`src/rtl/kvm_pkg.sv`:
```
`default_nettype none

package kvm_pkg;

  // Default number of entries in the map
  localparam int unsigned KVM_CAPACITY = 64;

  localparam int unsigned KEY_W   = 31;
  localparam int unsigned VALUE_W = 32;
  localparam int unsigned KIND_W  = 2;
  localparam int unsigned TOTAL_W = 7;

  typedef enum logic [KIND_W-1:0] {
    KIND_PUT    = 2'd0,
    KIND_GET    = 2'd1,
    KIND_REMOVE = 2'd2
  } kvm_kind_e;

  typedef enum logic [2:0] {
    ST_CLEAR,
    ST_IDLE,
    ST_SCAN,
    ST_LAST,
    ST_ACT
  } kvm_state_e;

  // One stored entry: valid flag, key and value in one memory word
  typedef struct packed {
    logic               valid;
    logic [KEY_W-1:0]   key;
    logic [VALUE_W-1:0] value;
  } kvm_entry_t;

  // Control from the sequencer to the compare unit
  typedef struct packed {
    logic clear;
    logic probe;
  } kvm_match_ctl_t;

  // Status from the compare unit back to the sequencer
  typedef struct packed {
    logic hit;
    logic has_free;
  } kvm_match_sts_t;

endpackage : kvm_pkg

`default_nettype wire

```
`src/rtl/kvm_store.sv`:
```
`default_nettype none

module kvm_store
  import kvm_pkg::*;
#(
  parameter int unsigned CAPACITY = KVM_CAPACITY,
  localparam int unsigned IW      = $clog2(CAPACITY)
) (
  input  wire logic          clk_i,
  input  wire logic          we_i,
  input  wire logic [IW-1:0] waddr_i,
  input  wire kvm_entry_t    wdata_i,
  input  wire logic          re_i,
  input  wire logic [IW-1:0] raddr_i,
  output kvm_entry_t         rdata_o
);

  kvm_entry_t mem_q [CAPACITY];
  kvm_entry_t rdata_q;

  always_ff @(posedge clk_i) begin
    if (we_i) begin
      mem_q[waddr_i] <= wdata_i;
    end
  end

  always_ff @(posedge clk_i) begin
    if (re_i) begin
      rdata_q <= mem_q[raddr_i];
    end
  end

  assign rdata_o = rdata_q;

endmodule : kvm_store

`default_nettype wire

```
`src/rtl/kvm_match.sv`:
```
`default_nettype none

module kvm_match
  import kvm_pkg::*;
#(
  parameter int unsigned CAPACITY = KVM_CAPACITY,
  localparam int unsigned IW      = $clog2(CAPACITY)
) (
  input  wire logic                clk_i,
  input  wire logic                rst_ni,
  input  wire kvm_match_ctl_t      ctl_i,
  input  wire logic [KEY_W-1:0]    key_i,
  input  wire logic [IW-1:0]       idx_i,
  input  wire kvm_entry_t          entry_i,
  output kvm_match_sts_t           sts_o,
  output logic [IW-1:0]            hit_idx_o,
  output logic [VALUE_W-1:0]       hit_value_o,
  output logic [IW-1:0]            free_idx_o
);

  logic               hit_q, hit_d;
  logic               free_q, free_d;
  logic [IW-1:0]      hit_idx_q, free_idx_q;
  logic [VALUE_W-1:0] hit_value_q;
  logic               key_eq;
  logic               take_hit, take_free;

  // Shared key comparator, one entry per cycle
  assign key_eq    = (entry_i.key == key_i);
  assign take_hit  = ctl_i.probe && entry_i.valid && key_eq && !hit_q;
  assign take_free = ctl_i.probe && !entry_i.valid && !free_q;

  always_comb begin
    hit_d  = hit_q;
    free_d = free_q;
    if (ctl_i.clear) begin
      hit_d  = 1'b0;
      free_d = 1'b0;
    end else begin
      if (take_hit) begin
        hit_d = 1'b1;
      end
      if (take_free) begin
        free_d = 1'b1;
      end
    end
  end

  always_ff @(posedge clk_i or negedge rst_ni) begin
    if (!rst_ni) begin
      hit_q  <= 1'b0;
      free_q <= 1'b0;
    end else begin
      hit_q  <= hit_d;
      free_q <= free_d;
    end
  end

  always_ff @(posedge clk_i) begin
    if (take_hit && !ctl_i.clear) begin
      hit_idx_q   <= idx_i;
      hit_value_q <= entry_i.value;
    end
    if (take_free && !ctl_i.clear) begin
      free_idx_q <= idx_i;
    end
  end

  assign sts_o.hit      = hit_q;
  assign sts_o.has_free = free_q;
  assign hit_idx_o      = hit_idx_q;
  assign hit_value_o    = hit_value_q;
  assign free_idx_o     = free_idx_q;

endmodule : kvm_match

`default_nettype wire

```
`src/rtl/key_value_map_core.sv`:
```
`default_nettype none

// Key-to-value map of CAPACITY entries, searched by a single key comparator.
//
// Command channel: present kind_i, key_i and value_i with start_i high; the
// word is taken at a rising edge where busy_o is low. kind_i selects put
// (insert or update), get, or remove; an unused kind changes no entry.
// Result channel: done_o pulses for exactly one cycle with read_value_o,
// found_o, status_o and entry_total_o. The receiver cannot stall, so the
// result must be captured in that cycle.
// Operation: the entry memory is read one word per cycle over all CAPACITY
// entries, then ST_LAST drains the last compare and ST_ACT writes back and
// loads the result. done_o rises as ST_ACT ends, and busy_o drops in that
// same cycle, so the next word can be taken at the edge that ends it; no
// new word is taken while a search is in progress.
// Reset: after rst_ni releases, a clearing pass writes every entry invalid,
// one entry per cycle, with busy_o high. entry_total_o reports the low
// seven bits of the entry count.
module key_value_map_core
  import kvm_pkg::*;
#(
  parameter int unsigned CAPACITY = KVM_CAPACITY
) (
  input  wire logic               clk_i,
  input  wire logic               rst_ni,
  input  wire logic               start_i,
  output logic                    busy_o,
  input  wire logic [KIND_W-1:0]  kind_i,
  input  wire logic [KEY_W-1:0]   key_i,
  input  wire logic [VALUE_W-1:0] value_i,
  output logic                    done_o,
  output logic [VALUE_W-1:0]      read_value_o,
  output logic                    found_o,
  output logic                    status_o,
  output logic [TOTAL_W-1:0]      entry_total_o
);

  localparam int unsigned IW = $clog2(CAPACITY);
  localparam int unsigned CW = $clog2(CAPACITY + 1);
  localparam logic [IW-1:0] LAST_IDX = IW'(CAPACITY - 1);

  kvm_state_e state_q, state_d;
  logic [IW-1:0] cnt_q, cnt_d;
  logic [CW-1:0] count_q, count_d;

  // Latched command word
  logic [KIND_W-1:0]  kind_q;
  logic [KEY_W-1:0]   key_q;
  logic [VALUE_W-1:0] value_q;
  logic               take_cmd;

  // Probe pipeline: the memory read returns in the cycle after the address
  logic          prb_vld_q;
  logic [IW-1:0] prb_idx_q;

  // Memory port
  logic          mem_we, mem_re;
  logic [IW-1:0] mem_waddr;
  kvm_entry_t    mem_wdata, mem_rdata;

  // Compare unit
  kvm_match_ctl_t     mctl;
  kvm_match_sts_t     msts;
  logic [IW-1:0]      hit_idx, free_idx;
  logic [VALUE_W-1:0] hit_value;

  // Result registers
  logic               done_q;
  logic               resp_load;
  logic [VALUE_W-1:0] rv_d, rv_q;
  logic               found_d, found_q;
  logic               status_d, status_q;
  logic [CW+TOTAL_W-1:0] total_ext;

  kvm_store #(
    .CAPACITY (CAPACITY)
  ) u_store (
    .clk_i   (clk_i),
    .we_i    (mem_we),
    .waddr_i (mem_waddr),
    .wdata_i (mem_wdata),
    .re_i    (mem_re),
    .raddr_i (cnt_q),
    .rdata_o (mem_rdata)
  );

  kvm_match #(
    .CAPACITY (CAPACITY)
  ) u_match (
    .clk_i       (clk_i),
    .rst_ni      (rst_ni),
    .ctl_i       (mctl),
    .key_i       (key_q),
    .idx_i       (prb_idx_q),
    .entry_i     (mem_rdata),
    .sts_o       (msts),
    .hit_idx_o   (hit_idx),
    .hit_value_o (hit_value),
    .free_idx_o  (free_idx)
  );

  // Sequencer: next state, memory control and result decision
  always_comb begin
    state_d    = state_q;
    cnt_d      = cnt_q;
    count_d    = count_q;
    take_cmd   = 1'b0;
    mem_we     = 1'b0;
    mem_re     = 1'b0;
    mem_waddr  = cnt_q;
    mem_wdata  = '0;
    mctl.clear = 1'b0;
    mctl.probe = prb_vld_q;
    resp_load  = 1'b0;
    rv_d       = '0;
    found_d    = 1'b0;
    status_d   = 1'b0;

    case (state_q)
      ST_CLEAR: begin
        // Invalidate one entry per cycle after reset
        mem_we = 1'b1;
        if (cnt_q == LAST_IDX) begin
          cnt_d   = '0;
          state_d = ST_IDLE;
        end else begin
          cnt_d = cnt_q + 1'b1;
        end
      end
      ST_IDLE: begin
        if (start_i) begin
          take_cmd   = 1'b1;
          mctl.clear = 1'b1;
          cnt_d      = '0;
          state_d    = ST_SCAN;
        end
      end
      ST_SCAN: begin
        // Issue one read per cycle across the whole table
        mem_re = 1'b1;
        if (cnt_q == LAST_IDX) begin
          cnt_d   = '0;
          state_d = ST_LAST;
        end else begin
          cnt_d = cnt_q + 1'b1;
        end
      end
      ST_LAST: begin
        // Let the final entry reach the comparator
        state_d = ST_ACT;
      end
      ST_ACT: begin
        resp_load       = 1'b1;
        found_d         = msts.hit;
        mem_wdata.valid = 1'b1;
        mem_wdata.key   = key_q;
        mem_wdata.value = value_q;
        case (kind_q)
          KIND_PUT: begin
            if (msts.hit) begin
              mem_we    = 1'b1;
              mem_waddr = hit_idx;
            end else if (msts.has_free) begin
              mem_we    = 1'b1;
              mem_waddr = free_idx;
              count_d   = count_q + 1'b1;
            end else begin
              status_d = 1'b1;
            end
          end
          KIND_GET: begin
            if (msts.hit) begin
              rv_d = hit_value;
            end
          end
          KIND_REMOVE: begin
            if (msts.hit) begin
              mem_we          = 1'b1;
              mem_waddr       = hit_idx;
              mem_wdata.valid = 1'b0;
              count_d         = count_q - 1'b1;
            end
          end
          default: begin
            // Unused kind: report the count, touch nothing
            found_d = 1'b0;
          end
        endcase
        state_d = ST_IDLE;
      end
      default: begin
        state_d = ST_IDLE;
      end
    endcase
  end

  always_ff @(posedge clk_i or negedge rst_ni) begin
    if (!rst_ni) begin
      state_q   <= ST_CLEAR;
      cnt_q     <= '0;
      count_q   <= '0;
      prb_vld_q <= 1'b0;
      done_q    <= 1'b0;
    end else begin
      state_q   <= state_d;
      cnt_q     <= cnt_d;
      count_q   <= count_d;
      prb_vld_q <= (state_q == ST_SCAN);
      done_q    <= resp_load;
    end
  end

  // Payload registers: hold the probe index, the command word and the result
  always_ff @(posedge clk_i) begin
    prb_idx_q <= cnt_q;
    if (take_cmd) begin
      kind_q  <= kind_i;
      key_q   <= key_i;
      value_q <= value_i;
    end
    if (resp_load) begin
      rv_q     <= rv_d;
      found_q  <= found_d;
      status_q <= status_d;
    end
  end

  assign total_ext = {{TOTAL_W{1'b0}}, count_q};

  assign busy_o        = (state_q != ST_IDLE);
  assign done_o        = done_q;
  assign read_value_o  = rv_q;
  assign found_o       = found_q;
  assign status_o      = status_q;
  assign entry_total_o = total_ext[TOTAL_W-1:0];

endmodule : key_value_map_core

`default_nettype wire
```
`config.mk`:
```
export PLATFORM = sky130hd
export DESIGN_NAME = key_value_map_core
export DESIGN_NICKNAME = d
export VERILOG_FILES = /design/src/rtl/kvm_pkg.sv /design/src/rtl/kvm_store.sv /design/src/rtl/kvm_match.sv /design/src/rtl/key_value_map_core.sv
export SDC_FILE = /design/constraint.sdc
export NUM_CORES = 2
export LEC_CHECK = 0
export BUFFER_PORTS_ARGS = -buffer_cell sky130_fd_sc_hd__buf_2
export CORE_MARGIN = 8
export CORE_UTILIZATION = 51
export DETAILED_ROUTE_END_ITERATION = 8
export PLACE_DENSITY_LB_ADDON = 0.3
export SYNTH_ARGS = -nofsm -noshare
export SYNTH_HDL_FRONTEND = slang
export SYNTH_SLANG_ARGS = --single-unit
```
`constraint.sdc`:
```
create_clock -name clk_i -period 9.11 [get_ports clk_i]
set_input_delay 0.911 -clock clk_i [delete_from_list [all_inputs] [get_ports clk_i]]
set_output_delay 0.911 -clock clk_i [all_outputs]
set_load 0.01 [all_outputs]
```
==> results.txt <==
- Data on the critical path arrives at its endpoint at ~5.7 ns.
- Setup violations remaining at the end of the flow were counted as 0.
* Row count: 208
- The area growth from synthesis to layout is 12.3%.
- Gates resized during post-CTS repair numbered 0.
- The sequential cells in the finished layout cover a total of 0.130 mm2.
- The initial utilization of the core area, before any placement, comes to about half.
* Final standard cell count with taps included and fillers excluded: 11,925
- Final period demand of the worst path: 5.17 ns
* Vias in the first global route: 78,421
- # fillers: ~22,000
- Sequential fraction of the synthesis area: between 70% and 80%
- Root Buffer: sky130_fd_sc_hd__clkbuf_16
* Port-buffer cells: 110
- Across the routed clock network, the largest skew measured is 0.0874 ns.
- Launching element of the worst setup path: state_q[2]$_DFFE_PN0P_
- Cells along the critical path: or3b_1 -> inv_4 -> o211ai_2 -> a22oi_1 -> nor2b_1 -> nand2_1 -> nor2_4 -> buf_4
- The worst register-to-register path begins at state_q[2]$_DFFE_PN0P_.
- The floorplan step defined a die boundary enclosing 0.340 mm2.
- The worst hold path begins at key_i[0].
* Maximum number of pins on one net before global-route repair: 150
- Total global routing track utilization: around 24%
- Power density relative to cell area: 294 mW/mm2
* Maximum VDD drop: 0.000276 V
* Post-synth EDFFs: approximately 4,300
- Hold bufs inserted after CTS: 1
* CTS tree: built
- After synthesis the netlist holds a flip-flop and latch count of 4,329.
- Synth warnings: 0
- In this run the worst hold path is classified as primary input to register.
- Switching part of the total: 28.7%
* Combinational share of power: 24.8%
- The flow ran to the end, and the final reports show no timing, DRC or antenna violations.
- Core region area: 0.320 mm2
- Slowest cell on crit path: sky130_fd_sc_hd__nor2_4
- The largest single stage delay on the critical path is around 1.1 ns.
- For this run, the post-layout net count is 7,354.
* FF-to-FF setup slack: 3.94 ns
- Number of nets in the synthesized netlist: ~7,000
- Async SR Flop Fraction: 0.462%
* Max-Cap Viols: 0
- Counting cells, the worst reg-to-reg path comes to 8.
* Reg-to-reg critical path endpoint: u_store.mem_q[46][50]$_DFFE_PP_
* Synthesized cell area: around 0.16 mm2
- Chip Width: 583 um
- After detailed routing, the number of vias per cell comes to approximately 6.5.
* Data required time of the critical path: just under 10 ns
- Top-level I/O count: 111
* Post-CTS Setup Bufs: 0
- Internal power consumption: 38,500 uW
* DRC violations left: 0
- Flip-flop cell with the highest count after synthesis: sky130_fd_sc_hd__edfxtp_1
- The final critical path takes up 56.8% of the cycle.
- Number of buffers added by the clock tree synthesis step: 416
- Pre-Repair DR Iteration Count: 8
- Global routing finished with a remaining overflow of 0.
- The count of nets left with antenna violations once routing finished came out at 0.
* Slew @ Worst Pin: approximately 1.4 ns
- DR iter-0 viols: about 11,000
- Summing all placed instances gives a cell area of 0.171 mm2.
- Setup repair after global routing missed its margin: no
- The worst setup path is launched from a register.
- Measured along the y axis, the die boundary spans 583 um.
* Clk network pwr share: 31.3%
- Destination of the critical timing path: u_store.mem_q[46][50]$_DFFE_PP_
- Final instance area: 0.184 mm2
- CTS H-Tree Depth: 5
- WL/cell: 35.2 um
* Crit path max fanout: 36
- In this run the deepest clock path goes through 4 buffers.
- Later-pin clock latency in the skew report: 0.99 ns
- In the final layout, the share of cells above drive strength 1 is between 20% and 30%.
- Worst rel slew slack: 6.57%
- Critical path endpoint category: register
- Max-slew violation count: 0
* Leakage power of the design: 0.0590 uW
- Register clock-pin slew on the reported worst setup and hold paths: about 0.070 ns
* Post-route core utilization: 57.5%
- The first global-routing pass estimated 593,000 um of wire.
* Final hold vios: 0
- Setup Total Neg Slack: 0 ns
- Final GP Congestion: ~0.84
* Power share of the sequential group: a little over two fifths
- Antenna violations before repair: 15
- Synth cell types: 56
- In this run, placement finished with an instance count of 11,164.
- Summing all multi-input logic gate instances after layout gives between 0.03 and 0.04 mm2.
- Critical setup path kind: register to register
- Each instance of the synthesized netlist takes up on average 23.8 um2.
- Derived from the worst setup path, the maximum achievable clock frequency is 193 MHz.
- Summing over every cut layer, the via total after detailed routing is 77,817.
* Number of sinks driven by the clock tree: around 4,300
- Summed over all nets, the half-perimeter wirelength after detailed placement is 228,000 um.
* Number of cells produced by synthesis: 6,887
* Net load switching power: 15,500 uW
- Detailed Route WL: 419,000 um
==> cell usage in the layout, fill, tap and decap left out, types with 7 or more instances in the layout <==
cell                         instances
sky130_fd_sc_hd__a211oi_1           33
sky130_fd_sc_hd__a21oi_1            49
sky130_fd_sc_hd__a221oi_1            7
sky130_fd_sc_hd__a22o_1              8
sky130_fd_sc_hd__a22oi_1            50
sky130_fd_sc_hd__and2_1             75
sky130_fd_sc_hd__and2_2             41
sky130_fd_sc_hd__buf_12             12
sky130_fd_sc_hd__buf_2             110
sky130_fd_sc_hd__buf_4             214
sky130_fd_sc_hd__bufinv_16          35
sky130_fd_sc_hd__clkbuf_1           70
sky130_fd_sc_hd__clkbuf_16         418
sky130_fd_sc_hd__clkinv_1          105
sky130_fd_sc_hd__clkinv_16          16
sky130_fd_sc_hd__clkinv_2           81
sky130_fd_sc_hd__clkinvlp_4         17
sky130_fd_sc_hd__dfrtp_1            15
sky130_fd_sc_hd__edfxtp_1         4303
sky130_fd_sc_hd__inv_1              10
sky130_fd_sc_hd__inv_16              7
sky130_fd_sc_hd__mux2i_1            17
sky130_fd_sc_hd__mux4_2           1185
sky130_fd_sc_hd__nand2_1           284
sky130_fd_sc_hd__nand4_1             9
sky130_fd_sc_hd__nor2_1             45
sky130_fd_sc_hd__nor2_4             67
sky130_fd_sc_hd__nor2b_1            15
sky130_fd_sc_hd__nor3_1             27
sky130_fd_sc_hd__o21ai_0            20
sky130_fd_sc_hd__o221ai_1           33
sky130_fd_sc_hd__o22ai_1           110
sky130_fd_sc_hd__xnor2_1            34
==> synthesized netlist by cell type (all sizes together), types with 34 or more instances <==
cell | n | area (um2)
nand2 | 286 | 1070
and2 | 117 | 732
edfxtp | 4303 | 129000
xnor2 | 34 | 298
mux4 | 1185 | 26700
a22oi | 50 | 375
nor2 | 112 | 420
o22ai | 110 | 688
buf | 181 | 946
a21oi | 51 | 259
clkbuf | 182 | 683
==> power by group through the flow <==
stage,clock (uW),combinational [uW],sequential (uW)
3_5_place_dp,0,13400,24100
2_1_floorplan,0,9410,23800
5_1_grt,17900,14100,23800
6_report,16900,13400,23700
4_1_cts,17100,13500,23700
3_3_place_gp,0,13300,24100
==> cell type report <==
class,instances,share of cell area [%]
Tap cell,4305,2.93
Clock buffer,488,5.83
Clock inverter,267,1.45
Timing Repair Buffer,337,1.31
Antenna cell,4,0.00544
Sequential cell,4329,70.6
Inverter,12,0.0272
Multi-Input combinational cell,2183,17.9
==> metrics by stage <==
stage / worst slack (ns) / power, uW / hold slack, ns
floorplan: 3.90 / 33200 / 0.345
global placement: 4.04 / 37400 / 0.404
detailed placement: 3.99 / 37600 / 0.405
CTS: 4.00 / 54400 / 0.0101
global route: 3.69 / 55700 / 0.0694
finish: 3.94 / 54100 / 0.0898
==> registers in the layout, indices dropped and copies added, names as in the netlist <==
| signal | count |
|---|---|
| state_q | 3 |
| u_store.rdata_o | 64 |
| u_store.mem_q | 4096 |
| value_q | 32 |
| u_match.hit_q | 1 |
| read_value_o | 32 |
| key_q | 31 |
| u_match.free_q | 1 |
| u_match.free_idx_o | 6 |
| prb_idx_q | 6 |
| done_o | 1 |
| found_o | 1 |
| u_match.hit_idx_o | 6 |
| u_match.hit_value_o | 32 |
| kind_q | 2 |
| cnt_q | 6 |
| status_o | 1 |
| prb_vld_q | 1 |
| entry_total_o | 7 |
==> how the worst min path moves through the flow <==
stage | cells after the start | slack, ns | to
finish | 1 | 0.09 | key_q[0]$_DFFE_PP_
floorplan | 0 | 0.35 | prb_idx_q[2]$_DFF_P_
global route | 1 | 0.07 | key_q[0]$_DFFE_PP_
CTS | 1 | 0.01 | key_q[0]$_DFFE_PP_
detailed placement | 0 | 0.40 | u_match.hit_value_o[16]$_DFFE_PP_
global placement | 0 | 0.40 | u_match.hit_value_o[6]$_DFFE_PP_
==> metal layers <==
layer  GRT usage, %  share of wire (%)
met5              0             0.0067
met4           7.99                3.7
met3           5.48                 11
met2           38.3                 47
met1           34.3                 38
==> critical path, delay by kind of cell, from the launching register on <==
family	cells	cell delay [ns]
and+or+nand+nor	4	2.34
DFF	1	0.51
buffers and inverters	2	1.06
AOI/OAI and AO/OA	2	0.77
==> logic make-up (layout without fill, tap and decap cells) <==
kind of cell	Yosys count	in the layout	share of synthesized area, %
other cells	0	4	0
buf+inv	375	1104	1.02
mux	1206	1206	16.4
xor+xnor	38	38	0.203
flops	4329	4329	79.2
simple gates	595	595	1.65
compound gates	337	337	1.40
fa+ha+maj	7	7	0.0580
(Power assumes the default switching activity.)
